==> config.mk <==
export PLATFORM = sky130hd
export DESIGN_NAME = joint_action_smoother
export DESIGN_NICKNAME = d
export VERILOG_FILES = /design/src/hw/rtl/jas_pkg.sv /design/src/hw/rtl/jas_front.sv /design/src/hw/rtl/jas_back.sv /design/src/hw/rtl/joint_action_smoother.sv
export SDC_FILE = /design/constraint.sdc
export NUM_CORES = 2
export LEC_CHECK = 0
export ABC_AREA = 1
export BUFFER_PORTS_ARGS = -buffer_cell sky130_fd_sc_hd__buf_2
export CORE_UTILIZATION = 45
export DETAILED_ROUTE_END_ITERATION = 7
export PLACE_DENSITY = 0.68
export SLEW_MARGIN = 0
export SYNTH_ARGS = -nofsm -noshare
export SYNTH_HDL_FRONTEND = slang
export SYNTH_SLANG_ARGS = --single-unit
==> constraint.sdc <==
create_clock -name clock -period 22.6 [get_ports clock]
set_input_delay 2.26 -clock clock [delete_from_list [all_inputs] [get_ports clock]]
set_output_delay 2.26 -clock clock [all_outputs]
set_load 0.1 [all_outputs]
==> src/hw/rtl/jas_pkg.sv <==
package jas_pkg;

   localparam int JOINT_COUNT = 6;
   localparam int FRAC_BITS   = 12;
   localparam int DATA_W      = 16;
   localparam int WEIGHT_W    = 13;
   localparam int AMT_W       = 13;
   localparam int INDEX_W     = 3;
   localparam int SBIAS_W     = 48;
   localparam int GBIAS_W     = 64;
   localparam int CSR_DATA_W  = 64;

   localparam int ONE_Q  = 1 << FRAC_BITS;
   localparam int HALF_Q = 1 << (FRAC_BITS - 1);

   // Gripper angles that bound the grasp ramp, and the gripper clamp window.
   localparam int GRASP_OPEN  = -(((1100 << FRAC_BITS) + 500) / 1000);
   localparam int GRASP_CLOSE = -(((50 << FRAC_BITS) + 500) / 1000);
   localparam int GRIP_MIN    = -(((1750 << FRAC_BITS) + 500) / 1000);
   localparam int GRIP_MAX    = ((100 << FRAC_BITS) + 500) / 1000;
   localparam int GRASP_DEN   = GRASP_CLOSE - GRASP_OPEN;
   localparam int GRASP_HALF  = GRASP_DEN / 2;
   // Grasp acts when amount * 1000 exceeds one, i.e. amount above this value.
   localparam int GRASP_THRESH = ONE_Q / 1000;

   // Reciprocal of the ramp span for the divide-by-constant.
   localparam int      RECIP_SHIFT = 32;
   localparam int      RECIP_W     = 20;
   localparam longint  RECIP       = (longint'(1) << RECIP_SHIFT) / GRASP_DEN;
   localparam int      NUM_W       = AMT_W + FRAC_BITS;

   // Operation codes of an input transaction.
   localparam logic OP_FILTER = 1'b0;
   localparam logic OP_LOAD   = 1'b1;

   // Configuration register indexes.
   localparam logic [INDEX_W-1:0] REG_WEIGHT_MAIN   = 3'd0;
   localparam logic [INDEX_W-1:0] REG_WEIGHT_JOINT1 = 3'd1;
   localparam logic [INDEX_W-1:0] REG_WEIGHT_JOINT3 = 3'd2;
   localparam logic [INDEX_W-1:0] REG_WEIGHT_GRIP   = 3'd3;
   localparam logic [INDEX_W-1:0] REG_STATIC_BIAS   = 3'd4;
   localparam logic [INDEX_W-1:0] REG_GRASP_BIAS    = 3'd5;

   typedef logic [JOINT_COUNT-1:0][DATA_W-1:0] joint_vec_type;

   typedef struct packed {
      logic          load;
      joint_vec_type joint;
      logic [DATA_W-1:0] grip;
   } item_type;

   typedef struct packed {
      logic [WEIGHT_W-1:0] weight_main;
      logic [WEIGHT_W-1:0] weight_joint1;
      logic [WEIGHT_W-1:0] weight_joint3;
      logic [WEIGHT_W-1:0] weight_grip;
      logic [SBIAS_W-1:0] static_bias;
      logic [GBIAS_W-1:0] grasp_bias;
   } cfg_type;

endpackage

==> src/hw/rtl/jas_front.sv <==
module jas_front (
   input  logic                   clock,
   input  logic                   reset,
   input  logic                   in_valid,
   output logic                   in_stall,
   input  logic                   in_operation,
   input  jas_pkg::joint_vec_type in_joint,
   input  logic [jas_pkg::DATA_W-1:0] in_grip,
   output logic                   head_valid,
   output jas_pkg::item_type      head,
   input  logic                   head_pop
);

   // Two-entry queue between the input channel and the filter engine.
   jas_pkg::item_type entries_ff [2];
   logic       wr_ptr_ff, wr_ptr_in;
   logic       rd_ptr_ff, rd_ptr_in;
   logic [1:0] count_ff, count_in;
   logic       push;
   jas_pkg::item_type entry;

   assign in_stall   = (count_ff == 2'd2);
   assign push       = in_valid && !in_stall;
   assign head_valid = (count_ff != 2'd0);
   assign head       = entries_ff[rd_ptr_ff];

   always_comb begin
      entry.load  = (in_operation == jas_pkg::OP_LOAD);
      entry.joint = in_joint;
      entry.grip  = in_grip;
      wr_ptr_in   = push ? !wr_ptr_ff : wr_ptr_ff;
      rd_ptr_in   = head_pop ? !rd_ptr_ff : rd_ptr_ff;
      count_in    = count_ff + {1'b0, push} - {1'b0, head_pop};
   end

   always_ff @(posedge clock) begin
      if (reset) begin
         wr_ptr_ff <= 1'b0;
         rd_ptr_ff <= 1'b0;
         count_ff  <= 2'd0;
      end else begin
         wr_ptr_ff <= wr_ptr_in;
         rd_ptr_ff <= rd_ptr_in;
         count_ff  <= count_in;
      end
   end

   always_ff @(posedge clock) begin
      if (push) begin
         entries_ff[wr_ptr_ff] <= entry;
      end
   end

endmodule

==> src/hw/rtl/jas_back.sv <==
module jas_back (
   input  logic                   clock,
   input  logic                   reset,
   input  jas_pkg::cfg_type       cfg,
   input  logic                   head_valid,
   input  jas_pkg::item_type      head,
   output logic                   head_pop,
   output logic                   rsp_valid,
   input  logic                   rsp_stall,
   output jas_pkg::joint_vec_type rsp_joint,
   output logic [jas_pkg::DATA_W-1:0] rsp_grip,
   output logic [jas_pkg::AMT_W-1:0]  rsp_amount
);

   localparam logic ST_IDLE = 1'b0;
   localparam logic ST_RUN  = 1'b1;

   // Sequencer steps: gripper first so the grasp divide overlaps the joints.
   localparam logic [3:0] STEP_GRIP        = 4'd0;
   localparam logic [3:0] STEP_J_FIRST     = 4'd1;
   localparam logic [3:0] STEP_DIV         = 4'd1;
   localparam logic [3:0] STEP_AMT         = 4'd2;
   localparam logic [3:0] STEP_J_LAST      = 4'(jas_pkg::JOINT_COUNT);
   localparam logic [3:0] STEP_GRASP_FIRST = 4'(jas_pkg::JOINT_COUNT + 1);
   localparam logic [3:0] STEP_FINAL       = 4'(jas_pkg::JOINT_COUNT + 4);

   localparam logic [jas_pkg::WEIGHT_W-1:0] ONE_W = jas_pkg::WEIGHT_W'(jas_pkg::ONE_Q);
   localparam logic signed [16:0] OPEN17  = 17'(jas_pkg::GRASP_OPEN);
   localparam logic signed [15:0] OPEN16  = 16'(jas_pkg::GRASP_OPEN);
   localparam logic signed [15:0] CLOSE16 = 16'(jas_pkg::GRASP_CLOSE);
   localparam logic signed [18:0] GMIN19  = 19'(jas_pkg::GRIP_MIN);
   localparam logic signed [18:0] GMAX19  = 19'(jas_pkg::GRIP_MAX);

   function automatic logic signed [15:0] sat16(input logic signed [19:0] v);
      logic signed [15:0] r;
      if (v > 20'sd32767) begin
         r = 16'sh7FFF;
      end else if (v < -20'sd32768) begin
         r = 16'sh8000;
      end else begin
         r = v[15:0];
      end
      return r;
   endfunction

   logic       st_ff, st_in;
   logic [3:0] step_ff, step_in;
   jas_pkg::joint_vec_type x_j_ff, x_j_in;
   logic [15:0] x_g_ff, x_g_in;
   jas_pkg::joint_vec_type filt_j_ff, filt_j_in;
   logic [15:0] filt_g_ff, filt_g_in;
   logic        jvalid_ff, jvalid_in;
   logic        gvalid_ff, gvalid_in;
   jas_pkg::joint_vec_type res_j_ff, res_j_in;
   logic [44:0] div_prod_ff, div_prod_in;
   logic [jas_pkg::AMT_W-1:0] amt_ff, amt_in;
   logic        rsp_valid_ff, rsp_valid_in;
   jas_pkg::joint_vec_type rsp_j_ff, rsp_j_in;
   logic [15:0] rsp_g_ff, rsp_g_in;
   logic [jas_pkg::AMT_W-1:0] rsp_amt_ff, rsp_amt_in;

   // Shared blend datapath: y*ONE + w*(x - y), rounded and floored.
   logic [2:0]  j_idx;
   logic [jas_pkg::WEIGHT_W-1:0] w_raw, w_eff;
   logic signed [15:0] x_sel, y_sel;
   logic signed [16:0] diff;
   logic signed [30:0] bprod;
   logic signed [31:0] bacc, bshift;
   logic signed [15:0] blend_val, grip_new, joint_new;
   logic signed [15:0] sbias;
   logic signed [15:0] joint_biased;

   // Grasp amount divide and grasp bias datapath.
   logic signed [16:0] gd;
   logic [jas_pkg::NUM_W-1:0] num;
   logic [jas_pkg::AMT_W-1:0] q_est, q_fix, amt_calc;
   logic [25:0] rem;
   logic [1:0]  gb_idx;
   logic [2:0]  g_idx;
   logic signed [15:0] gbias;
   logic signed [29:0] tprod;
   logic signed [30:0] tsum, tshift;
   logic signed [17:0] term;
   logic        active;
   logic signed [15:0] joint_grasp;
   logic signed [18:0] grip_sum;
   logic signed [15:0] grip_final;

   always_comb begin
      j_idx = 3'(step_ff - STEP_J_FIRST);
      if (step_ff == STEP_GRIP) begin
         w_raw = cfg.weight_grip;
         x_sel = $signed(x_g_ff);
         y_sel = $signed(filt_g_ff);
      end else begin
         if (j_idx == 3'd0) begin
            w_raw = cfg.weight_joint1;
         end else if (j_idx == 3'd2) begin
            w_raw = cfg.weight_joint3;
         end else begin
            w_raw = cfg.weight_main;
         end
         x_sel = $signed(x_j_ff[j_idx]);
         y_sel = $signed(filt_j_ff[j_idx]);
      end
      w_eff     = (w_raw > ONE_W) ? ONE_W : w_raw;
      diff      = 17'(x_sel) - 17'(y_sel);
      bprod     = $signed({1'b0, w_eff}) * diff;
      bacc      = (32'(y_sel) <<< jas_pkg::FRAC_BITS) + 32'(bprod)
                  + 32'(jas_pkg::HALF_Q);
      bshift    = bacc >>> jas_pkg::FRAC_BITS;
      blend_val = sat16(bshift[19:0]);
      grip_new  = (!gvalid_ff || (cfg.weight_grip >= ONE_W)) ? x_sel : blend_val;
      joint_new = !jvalid_ff ? x_sel : blend_val;

      unique case (j_idx)
         3'd0:    sbias = $signed(cfg.static_bias[15:0]);
         3'd2:    sbias = $signed(cfg.static_bias[31:16]);
         3'd3:    sbias = $signed(cfg.static_bias[47:32]);
         default: sbias = 16'sd0;
      endcase
      joint_biased = sat16(20'(joint_new) + 20'(sbias));
   end

   always_comb begin
      gd    = 17'($signed(filt_g_ff)) - OPEN17;
      num   = {gd[jas_pkg::AMT_W-1:0], {jas_pkg::FRAC_BITS{1'b0}}}
              + jas_pkg::NUM_W'(jas_pkg::GRASP_HALF);
      q_est = div_prod_ff[jas_pkg::RECIP_SHIFT +: jas_pkg::AMT_W];
      rem   = {1'b0, num} - 26'(q_est) * 26'(jas_pkg::GRASP_DEN);
      q_fix = (rem >= 26'(jas_pkg::GRASP_DEN)) ? q_est + 1'b1 : q_est;
      if ($signed(filt_g_ff) <= OPEN16) begin
         amt_calc = '0;
      end else if ($signed(filt_g_ff) >= CLOSE16) begin
         amt_calc = jas_pkg::AMT_W'(jas_pkg::ONE_Q);
      end else begin
         amt_calc = q_fix;
      end

      gb_idx      = 2'(step_ff - STEP_GRASP_FIRST);
      g_idx       = 3'({1'b0, gb_idx} + 3'd1);
      gbias       = $signed(cfg.grasp_bias[{gb_idx, 4'b0000} +: 16]);
      tprod       = $signed({1'b0, amt_ff}) * gbias;
      tsum        = 31'(tprod) + 31'(jas_pkg::HALF_Q);
      tshift      = tsum >>> jas_pkg::FRAC_BITS;
      term        = tshift[17:0];
      active      = (amt_ff > jas_pkg::AMT_W'(jas_pkg::GRASP_THRESH));
      joint_grasp = sat16(20'($signed(res_j_ff[g_idx])) + 20'(term));
      grip_sum    = 19'($signed(filt_g_ff)) + 19'(term);
      if (!active) begin
         grip_final = $signed(filt_g_ff);
      end else if (grip_sum < GMIN19) begin
         grip_final = GMIN19[15:0];
      end else if (grip_sum > GMAX19) begin
         grip_final = GMAX19[15:0];
      end else begin
         grip_final = grip_sum[15:0];
      end
   end

   always_comb begin
      st_in       = st_ff;
      step_in     = step_ff;
      x_j_in      = x_j_ff;
      x_g_in      = x_g_ff;
      filt_j_in   = filt_j_ff;
      filt_g_in   = filt_g_ff;
      jvalid_in   = jvalid_ff;
      gvalid_in   = gvalid_ff;
      res_j_in    = res_j_ff;
      div_prod_in = div_prod_ff;
      amt_in      = amt_ff;
      rsp_j_in    = rsp_j_ff;
      rsp_g_in    = rsp_g_ff;
      rsp_amt_in  = rsp_amt_ff;
      rsp_valid_in = (rsp_valid_ff && !rsp_stall) ? 1'b0 : rsp_valid_ff;
      head_pop    = 1'b0;

      unique case (st_ff)
         ST_IDLE: begin
            if (head_valid) begin
               head_pop = 1'b1;
               if (head.load) begin
                  filt_j_in = head.joint;
                  filt_g_in = head.grip;
                  jvalid_in = 1'b1;
                  gvalid_in = 1'b1;
               end else begin
                  x_j_in  = head.joint;
                  x_g_in  = head.grip;
                  step_in = STEP_GRIP;
                  st_in   = ST_RUN;
               end
            end
         end
         ST_RUN: begin
            step_in = step_ff + 4'd1;
            if (step_ff == STEP_GRIP) begin
               filt_g_in = grip_new;
               gvalid_in = 1'b1;
            end
            if (step_ff >= STEP_J_FIRST && step_ff <= STEP_J_LAST) begin
               filt_j_in[j_idx] = joint_new;
               res_j_in[j_idx]  = joint_biased;
               if (step_ff == STEP_J_LAST) begin
                  jvalid_in = 1'b1;
               end
            end
            if (step_ff == STEP_DIV) begin
               div_prod_in = 45'(num) * 45'(jas_pkg::RECIP);
            end
            if (step_ff == STEP_AMT) begin
               amt_in = amt_calc;
            end
            if (step_ff >= STEP_GRASP_FIRST && step_ff < STEP_FINAL && active) begin
               res_j_in[g_idx] = joint_grasp;
            end
            if (step_ff == STEP_FINAL) begin
               step_in = step_ff;
               if (!rsp_valid_ff || !rsp_stall) begin
                  rsp_j_in     = res_j_ff;
                  rsp_g_in     = grip_final;
                  rsp_amt_in   = amt_ff;
                  rsp_valid_in = 1'b1;
                  st_in        = ST_IDLE;
               end
            end
         end
         default: st_in = ST_IDLE;
      endcase
   end

   always_ff @(posedge clock) begin
      if (reset) begin
         st_ff        <= ST_IDLE;
         step_ff      <= STEP_GRIP;
         filt_j_ff    <= '0;
         filt_g_ff    <= '0;
         jvalid_ff    <= 1'b0;
         gvalid_ff    <= 1'b0;
         rsp_valid_ff <= 1'b0;
      end else begin
         st_ff        <= st_in;
         step_ff      <= step_in;
         filt_j_ff    <= filt_j_in;
         filt_g_ff    <= filt_g_in;
         jvalid_ff    <= jvalid_in;
         gvalid_ff    <= gvalid_in;
         rsp_valid_ff <= rsp_valid_in;
      end
   end

   always_ff @(posedge clock) begin
      x_j_ff      <= x_j_in;
      x_g_ff      <= x_g_in;
      res_j_ff    <= res_j_in;
      div_prod_ff <= div_prod_in;
      amt_ff      <= amt_in;
      rsp_j_ff    <= rsp_j_in;
      rsp_g_ff    <= rsp_g_in;
      rsp_amt_ff  <= rsp_amt_in;
   end

   assign rsp_valid  = rsp_valid_ff;
   assign rsp_joint  = rsp_j_ff;
   assign rsp_grip   = rsp_g_ff;
   assign rsp_amount = rsp_amt_ff;

endmodule

==> src/hw/rtl/joint_action_smoother.sv <==
// Joint action smoother. Each input transaction carries one robot action: six
// joint angles and a gripper angle, signed Q4.12 radians. An operation of one
// loads the filter state and yields no result; an operation of zero filters
// the action and yields one result transaction with the conditioned joints,
// the gripper command and the grasp amount (Q1.12).
// Input and result channels use valid/stall; a transaction moves on a rising
// edge with valid high and stall low. The configuration channel uses
// valid/ready (ready is always high); the user must write it only while the
// block is idle, which the block does not enforce. A two-entry queue decouples
// intake from the filter engine, and the result register lets the engine
// start the next action while a result waits. A filter action is popped from
// the queue head, then runs eleven sequencer steps over one shared blend
// unit: the gripper, the six joints with the grasp divide overlapping them,
// the joint grasp-bias steps and a final step that fills the result register.
// Loads set the filter state as popped, one per cycle while the engine idles.
// Reset clears the queue, the filter state and its first-sample flags, and
// returns the registers to their defaults. While the receiver stalls, the
// result holds and the engine waits at its last step; the queue then fills
// and the input channel stalls.
module joint_action_smoother (
   input  logic                clock,
   input  logic                reset,
   input  logic                req_valid,
   output logic                req_stall,
   input  logic                req_operation,
   input  logic signed [15:0]  req_joint1_in,
   input  logic signed [15:0]  req_joint2_in,
   input  logic signed [15:0]  req_joint3_in,
   input  logic signed [15:0]  req_joint4_in,
   input  logic signed [15:0]  req_joint5_in,
   input  logic signed [15:0]  req_joint6_in,
   input  logic signed [15:0]  req_grip_in,
   output logic                rsp_valid,
   input  logic                rsp_stall,
   output logic signed [15:0]  rsp_joint1_out,
   output logic signed [15:0]  rsp_joint2_out,
   output logic signed [15:0]  rsp_joint3_out,
   output logic signed [15:0]  rsp_joint4_out,
   output logic signed [15:0]  rsp_joint5_out,
   output logic signed [15:0]  rsp_joint6_out,
   output logic signed [15:0]  rsp_grip_out,
   output logic [12:0]         rsp_grasp_amount,
   input  logic                csr_valid,
   output logic                csr_ready,
   input  logic [2:0]          csr_index,
   input  logic [63:0]         csr_wdata
);

   jas_pkg::cfg_type       cfg_ff, cfg_in;
   jas_pkg::joint_vec_type in_joint;
   jas_pkg::joint_vec_type out_joint;
   jas_pkg::item_type      head;
   logic                   head_valid;
   logic                   head_pop;
   logic                   csr_write;

   // The register file accepts a write in every cycle.
   assign csr_ready = 1'b1;
   assign csr_write = csr_valid && csr_ready;

   always_comb begin
      cfg_in = cfg_ff;
      if (csr_write) begin
         unique case (csr_index)
            jas_pkg::REG_WEIGHT_MAIN:   cfg_in.weight_main   = csr_wdata[12:0];
            jas_pkg::REG_WEIGHT_JOINT1: cfg_in.weight_joint1 = csr_wdata[12:0];
            jas_pkg::REG_WEIGHT_JOINT3: cfg_in.weight_joint3 = csr_wdata[12:0];
            jas_pkg::REG_WEIGHT_GRIP:   cfg_in.weight_grip   = csr_wdata[12:0];
            jas_pkg::REG_STATIC_BIAS:   cfg_in.static_bias   = csr_wdata[47:0];
            jas_pkg::REG_GRASP_BIAS:    cfg_in.grasp_bias    = csr_wdata;
            default:                    cfg_in = cfg_ff;
         endcase
      end
   end

   always_ff @(posedge clock) begin
      if (reset) begin
         cfg_ff.weight_main   <= 13'd2048;
         cfg_ff.weight_joint1 <= 13'd2048;
         cfg_ff.weight_joint3 <= 13'd2048;
         cfg_ff.weight_grip   <= 13'd2458;
         cfg_ff.static_bias   <= '0;
         cfg_ff.grasp_bias    <= '0;
      end else begin
         cfg_ff <= cfg_in;
      end
   end

   assign in_joint[0] = req_joint1_in;
   assign in_joint[1] = req_joint2_in;
   assign in_joint[2] = req_joint3_in;
   assign in_joint[3] = req_joint4_in;
   assign in_joint[4] = req_joint5_in;
   assign in_joint[5] = req_joint6_in;

   jas_front u_front (
      .clock        (clock),
      .reset        (reset),
      .in_valid     (req_valid),
      .in_stall     (req_stall),
      .in_operation (req_operation),
      .in_joint     (in_joint),
      .in_grip      (req_grip_in),
      .head_valid   (head_valid),
      .head         (head),
      .head_pop     (head_pop)
   );

   jas_back u_back (
      .clock      (clock),
      .reset      (reset),
      .cfg        (cfg_ff),
      .head_valid (head_valid),
      .head       (head),
      .head_pop   (head_pop),
      .rsp_valid  (rsp_valid),
      .rsp_stall  (rsp_stall),
      .rsp_joint  (out_joint),
      .rsp_grip   (rsp_grip_out),
      .rsp_amount (rsp_grasp_amount)
   );

   assign rsp_joint1_out = out_joint[0];
   assign rsp_joint2_out = out_joint[1];
   assign rsp_joint3_out = out_joint[2];
   assign rsp_joint4_out = out_joint[3];
   assign rsp_joint5_out = out_joint[4];
   assign rsp_joint6_out = out_joint[5];

endmodule

# Word level (Yosys, flattened, before mapping)
# Memories as Yosys holds them, arrays and structs flattened. A register that Yosys moved wholly into a read port is not among the register bits.
# Cells that the tools add are included.
totals:
  mem_count: 1
  register_bits: 679
  in_bits: 185
  ram_bits: 226
op_classes:
  shifts: 1
  n_reduce_logical: 34
  bitwise: 2
  magnitude_cmp: 22
  n_eq_ne: 19
  add_sub_neg: 17
  n_mux: 70
  mul: 4
mem_list:
  columns: ["memory", "words", "word_bits", "rd", "rd_clocked_by_memory_dff", "write_ports", "line_no", "source"]
  rows:
  - ["u_front.entries_ff", 2, 113, 1, 1, 1, "jas_front.sv:15", "jas_pkg::item_type entries_ff [2];"]
ops:
  columns: ["op", "n"]
  rows:
  - ["$mux 96", 6]
  - ["$mux 16", 21]
  - ["$bwmux 96", 3]
  - ["$pmux 96 s2", 1]
  - ["$bmux 16 s3", 3]
  - ["$demux 16 s3", 2]
  - ["$mux 13", 6]
  - ["$shiftx 64x7->16", 1]
  - ["$gt 20x16->1 const B", 3]
  - ["$lt 20x16->1 const B", 3]
  - ["$pmux 16 s3", 1]
  - ["$mul 25x20->45 const B", 1]
  - ["$add 16x18->19", 2]
  - ["$add 28x31->32", 1]
  - ["$add 32x13->32 const B", 1]
  - ["$pmux 16 s2", 1]
  - ["$mul 14x17->31", 1]
  - ["$add 30x13->30 const B", 1]
  - ["$mul 14x16->30", 1]
  - ["$ge 26x13->1 const B", 1]
  - ["$mul 13x13->26 const B", 1]
  - ["$sub 25x26->26", 1]
  - ["$add 25x12->25 const B", 1]
  - ["$gt 19x10->1 const B", 1]
  - ["46 further kinds", 105]

# Logic depth before layout (Yosys ltp)
depth:
  ltp_word: 23
  ltp_mapped: 82
  ltp_nobuf: 77

# By module
# Synthesis repeated with hierarchy kept, for this count alone.
unflattened:
  cells_unflattened: 7322
  hier_area_um2: 67064.3
by_module_without_submodules:
  columns: ["mod", "cells_per_inst", "seq_area_each_um2", "n_inst", "area_per_inst_um2"]
  rows:
  - ["jas_back", 5968, 13182.6, 1, 51770.9]
  - ["jas_front", 385, 6886.6, 1, 8679.6]
  - ["joint_action_smoother", 969, 3283.1, 1, 6613.8]

# Least setup slack after synthesis
# OpenSTA, ideal clock, no wires.
synth_path:
  kind: "register to register"
  start: "register u_back.step_ff[0]"
  end: "register u_back.res_j_ff[87] (netlist name), data pin"
  slack_ns: 9.134
  arrival_time_ns: 13.197
  stages_incl_launch_ff: 78
  n_path_buf: 6
  path_cell_list: "dfxtp_1 > inv_2 > ha_1 > inv_2 > nand2_2 > nand2_4 > buf_6 > nor2_1 > clkbuf_1 > clkbuf_1 > buf_1 > a22oi_1 > nand2_1 > a2111oi_0 > a21oi_1 > ha_1 > fa_1 > o21ai_0 > (+42 left out) > o21bai_1 > a21oi_1 > o21bai_1 > nand2_1 > nand2_1 > a21oi_1 > nor2_1 > o21ai_0 > nand2_1 > nand2_1 > nand2_1 > nand2_1 > clkbuf_1 > nand2_1 > nand2_1 > inv_1 > nor2_1 > o22ai_1"
synth_via:
  elab_chain_cells: 23
synth_rtl:
  columns: ["element", "line_no", "source"]
  rows:
  - ["from (decl)", "jas_back.sv:47", "logic [3:0] step_ff, step_in;"]
  - ["from (signal assigned)", "jas_back.sv:244", "step_ff <= step_in;"]
  - ["$sub 3x1->3", "jas_back.sv:90", "j_idx = 3'(step_ff - STEP_J_FIRST);"]
  - ["$eq 3x2->1", "jas_back.sv:98, jas_back.sv:116", null]
  - ["$mux 13", "jas_back.sv:98", "end else if (j_idx == 3'd2) begin"]
  - ["$mux 13", "jas_back.sv:96", "if (j_idx == 3'd0) begin"]
  - ["$mux 13", "jas_back.sv:91", "if (step_ff == STEP_GRIP) begin"]
  - ["$gt 13x13->1", "jas_back.sv:106", "w_eff = (w_raw > ONE_W) ? ONE_W : w_raw;"]
  - ["$mux 13", "jas_back.sv:106", null]
  - ["$mul 14x17->31", "jas_back.sv:108", "bprod = $signed({1'b0, w_eff}) * diff;"]
  - ["(+7 left out)", null, null]
  - ["$lt 20x16->1", "jas_back.sv:38", "end else if (v < -20'sd32768) begin"]
  - ["$mux 16", "jas_back.sv:38", null]
  - ["$mux 16", "jas_back.sv:36", "if (v > 20'sd32767) begin"]
  - ["$bwmux 96", "jas_back.sv:204", "res_j_in[j_idx] = joint_biased;"]
  - ["$mux 96", "jas_back.sv:202", "if (step_ff >= STEP_J_FIRST && step_ff <= STEP_J_LAST) begin"]
  - ["$mux 96", "jas_back.sv:179", "unique case (st_ff)"]
  - ["$bwmux 96", "jas_back.sv:216", "res_j_in[g_idx] = joint_grasp;"]
  - ["$mux 96 (*)", "jas_back.sv:215", "if (step_ff >= STEP_GRASP_FIRST && step_ff < STEP_FINAL && active) begin"]
  - ["to (signal assigned)", "jas_back.sv:256", "res_j_ff <= res_j_in;"]
  - ["to (decl)", "jas_back.sv:54", "jas_pkg::joint_vec_type res_j_ff, res_j_in;"]
# Mark *: on every way between the ends. The rest lies on a longest branch, timed or not. The select of a mux whose other input is x is not followed.
# A chain may end at the register's enable or synchronous reset.

# Worst setup path after layout
layout_path:
  start: "register u_back.step_ff[0]"
  end: "register u_back.res_j_ff[42] (netlist name), data pin"
# Same word-level chain as after synthesis.

==> results list <==
- The run finished, with violations left.
- The checks that failed: design-rule violations.
- Critical register-to-register path endpoint: u_back.res_j_ff[42]
- Headroom to the max-slew limit came out at 13.80%.
- In the routed layout, each cell is associated on average with a via count of 5.605.
- The worst setup path is captured at a register.
- sky130_fd_sc_hd__nand2_1 is the most common cell in the netlist.
- Synthesis instantiated 61 different standard cells from the library.
- The region available for standard cell placement spans 0.1457 mm2.
- Die Width: 385.1 um
- Top sig layer: met5
- In the routed design, unresolved DRC markers number 5.
* Max-cap violation count: 0
* Initial antenna violation count: 19
- Global route total overflow: 0
* Worst Path Class, Setup: reg2reg
* Cell count of the worst reg-to-reg path: 66
- TritonCTS built the clock tree.
- Vias after detailed routing: 53700
- In this run the deepest clock path goes through 3 buffers.
- Buffers added to address setup during post-CTS repair amount to 0.
- Count of flip-flops with a built-in enable after synthesis: 585
* Count of synthesis-stage warnings from yosys: 0
* Top-level port count: 313
- Flop-to-flop setup slack: 5.00 ns
* Cts-stage hold buffer count: 0
* Clock latency of the later-clocked register in the worst-skew pair: 0.72 ns
* Cell row count: 140
- Most used DFF post-synth: sky130_fd_sc_hd__edfxtp_1
- Tracing the worst setup path back leads to its startpoint at u_back.step_ff[0].
- The area growth from synthesis to layout is 10.61%.
- WL per Instance: 22.69 um
* Die Area: 0.1483 mm2
* Gates resized, CTS repair: 0
* Number of buffer cells added on primary ports: 311
- Share of async-settable or async-resettable flops after synthesis: 0%
* Slowest-stage cell, CP: sky130_fd_sc_hd__xor2_1
* Arrival @ worst endpoint: 18.14 ns
- Max frequency: 56.82 MHz
- The number of global-route vias before repair was 52870.
- The critical path ends at u_back.res_j_ff[42].
* Final setup violating endpoints: 0
- Initial cell density of the core: 45.32%
- Worst endpoint required time: 23.14 ns
- Count of mapped cells out of synthesis: 7335
- Clock tree synthesis selected as its root buffer the cell sky130_fd_sc_hd__clkbuf_16.
* Number of clock sinks: 874
- A synthesized cell averages 9.004 um2.
- The die is 385.1 um tall.
- Syn Std Cell Area: 0.06604 mm2
- The clock arrives with 0.04566 ns of skew.
* Number of levels in the clock H-tree: 3
- After synthesis, the largest area contributor takes up 26.60% of total cell area.
- At the pin with the least slew margin, the transition time is 1.292 ns.
- The synthesized design contains 874 register bits.
* DR WL met2: 97.85 mm
* Path type of the worst min-delay path: reg2reg
- The routed design uses 22.29 mm of met3 wire.
- Remaining number of nets flagged by the antenna check after routing: 0
* Clock-pin slew on the worst setup and hold paths: 0.06 ns
- Post-route clock period utilization: 77.87%
- Most frequent cell on the critical path: sky130_fd_sc_hd__a21oi_1
- The number of nets in the synthesized netlist is 8604.
* Number of clock buffers inserted by TritonCTS: 92
* Cell type contributing the most total cell area after synthesis: sky130_fd_sc_hd__edfxtp_1
* Area used by multi-input combinational logic: 0.03732 mm2
- In the post-synthesis netlist, the biggest area contributors are sky130_fd_sc_hd__edfxtp_1 27%, sky130_fd_sc_hd__fa_1 18%, sky130_fd_sc_hd__ha_1 9.6%.
* Total GRT Usage: 29.25%
* Layout net count: 8850
- Share of post-route cells with drive strength above 1: 9.386%
* Slowest Stage Delay on Critical Path: 0.92 ns
- Length of routed wiring on met1: 87.62 mm
* Max-slew violations: 0
- Routability-driven placement finished with a final weighted congestion of 1.001.
- After detailed routing, the total wire length is 217.4 mm.
- In this run the worst path has a maximum fanout of 73.
- Period minus WS final: 17.60 ns
- The filler cells instantiated in the layout total 13690.
- In this run, the number of DRC markers left after iteration 0 of detailed routing was 6007.
- RSZ-0062 raised after global routing: false
* Start of the worst register-to-register path: u_back.step_ff[0]
- Register area share after synthesis: 35.36%
- The first global-routing pass estimated 325.5 mm of wire.
- Drt pass-1 iters: 8
* Pin count of the biggest net entering global routing: 164
- Setup TNS: 0 ns
* Leading cell types by count after synthesis: 1297 x sky130_fd_sc_hd__nand2_1, 1168 x sky130_fd_sc_hd__inv_1, 690 x sky130_fd_sc_hd__nor2_1
- Register area: 0.02336 mm2
* Startpoint kind of the worst setup timing path: register
- Hold Fails Final Rpt: 0
- DPL Wire Length: 167.4 mm
## placed cells by master, fill, tap and decap left out, types with 27 or more instances in the layout
cell,count
sky130_fd_sc_hd__a21oi_1,458
sky130_fd_sc_hd__a21oi_2,62
sky130_fd_sc_hd__a221oi_1,58
sky130_fd_sc_hd__a22oi_1,37
sky130_fd_sc_hd__a31oi_1,27
sky130_fd_sc_hd__buf_2,311
sky130_fd_sc_hd__buf_4,96
sky130_fd_sc_hd__clkbuf_16,94
sky130_fd_sc_hd__clkinv_1,27
sky130_fd_sc_hd__dfxtp_1,287
sky130_fd_sc_hd__edfxtp_1,585
sky130_fd_sc_hd__fa_1,579
sky130_fd_sc_hd__ha_1,505
sky130_fd_sc_hd__inv_1,1163
sky130_fd_sc_hd__nand2_1,1297
sky130_fd_sc_hd__nand3_1,285
sky130_fd_sc_hd__nor2_1,671
sky130_fd_sc_hd__nor3_1,39
sky130_fd_sc_hd__o21a_1,28
sky130_fd_sc_hd__o21ai_0,485
sky130_fd_sc_hd__o22ai_1,60
sky130_fd_sc_hd__xnor2_1,41
sky130_fd_sc_hd__xor2_1,123
## through the flow
stage | cells | util [%] | worst slack (ns) | hold slack (ns) | instance area (um2)
6_report | 9582 | 50.13 | 5.000 | 0.4524 | 73060
5_1_grt | 9579 | 50.12 | 3.880 | 0.4667 | 73050
3_5_place_dp | 9404 | 47.91 | 5.325 | 0.4423 | 69820
3_3_place_gp | 9404 | 47.91 | 5.627 | 0.4275 | 69820
4_1_cts | 9577 | 50.12 | 5.288 | 0.4533 | 73040
2_1_floorplan | 7335 | - | 9.134 | 0.4200 | 66040
## critical path: cells and delay by family, from the launching register on
| kind | cells | cell delay (ns) |
|---|---|---|
| AOI/OAI and AO/OA | 28 | 6.11 |
| xor gates and xnor gates | 1 | 0.92 |
| adders and majority gates | 12 | 5.03 |
| buffers and inverters | 9 | 2.07 |
| DFF | 1 | 0.57 |
| and+or+nand+nor | 16 | 2.67 |
## cell type report
cell class | count | share of cell area [%]
clock buffers | 124 | 3.540
multi-input cells | 5020 | 51.09
well taps | 1917 | 3.283
clock inverters | 49 | 0.8735
inverters | 1186 | 6.106
repair buffers | 407 | 3.117
flip-flops and latches | 874 | 31.98
diodes | 5 | 0.01713
## registers in the layout, indices dropped and copies added, names as in the netlist, 13 cells and up, named ones only
name,count
u_front.entries_ff,226
cfg_ff,164
u_back.filt_j_ff,96
u_back.res_j_ff,96
u_back.rsp_joint,96
u_back.x_j_ff,96
u_back.filt_g_ff,16
u_back.rsp_grip,16
u_back.x_g_ff,16
u_back.amt_ff,13
u_back.div_prod_ff,13
u_back.rsp_amount,13
## routing by layer
layer / up-vias / track usage [%]
li1: 24450 / -
met2: 2710 / 45.88
met5: - / 0
met1: 26050 / 39.52
met3: 479 / 6.553
met4: 22 / 10.74
## cells by family (layout without fill, tap and decap cells)
group	after synthesis	in the layout	synth area share, %
compound gates	1321	1321	11.58
simple gates	2450	2450	15.46
other cells	1	6	0.005678
buf+inv	1441	1766	8.302
xor+xnor	164	164	2.175
fa+ha+maj	1084	1084	27.12
flops	874	874	35.36
## worst min path at each step
| stage | endpoint | slack, ns | cells after the start | from |
|---|---|---|---|---|
| floorplan | cfg_ff[136] | 0.42 | 2 | cfg_ff[136] |
| global placement | register | 0.43 | 1 | u_front.rd_ptr_ff |
| detailed placement | cfg_ff[136] | 0.44 | 2 | cfg_ff[136] |
| CTS | cfg_ff[35] | 0.45 | 2 | cfg_ff[35] |
| global route | u_back.rsp_amount[0] | 0.47 | 0 | u_back.amt_ff[0] |
| finish | cfg_ff[146] | 0.45 | 2 | cfg_ff[146] |
Power is left out: the tool's default activity adds up to more than one toggle a clock period on the data nets, which glitch-free logic cannot reach.
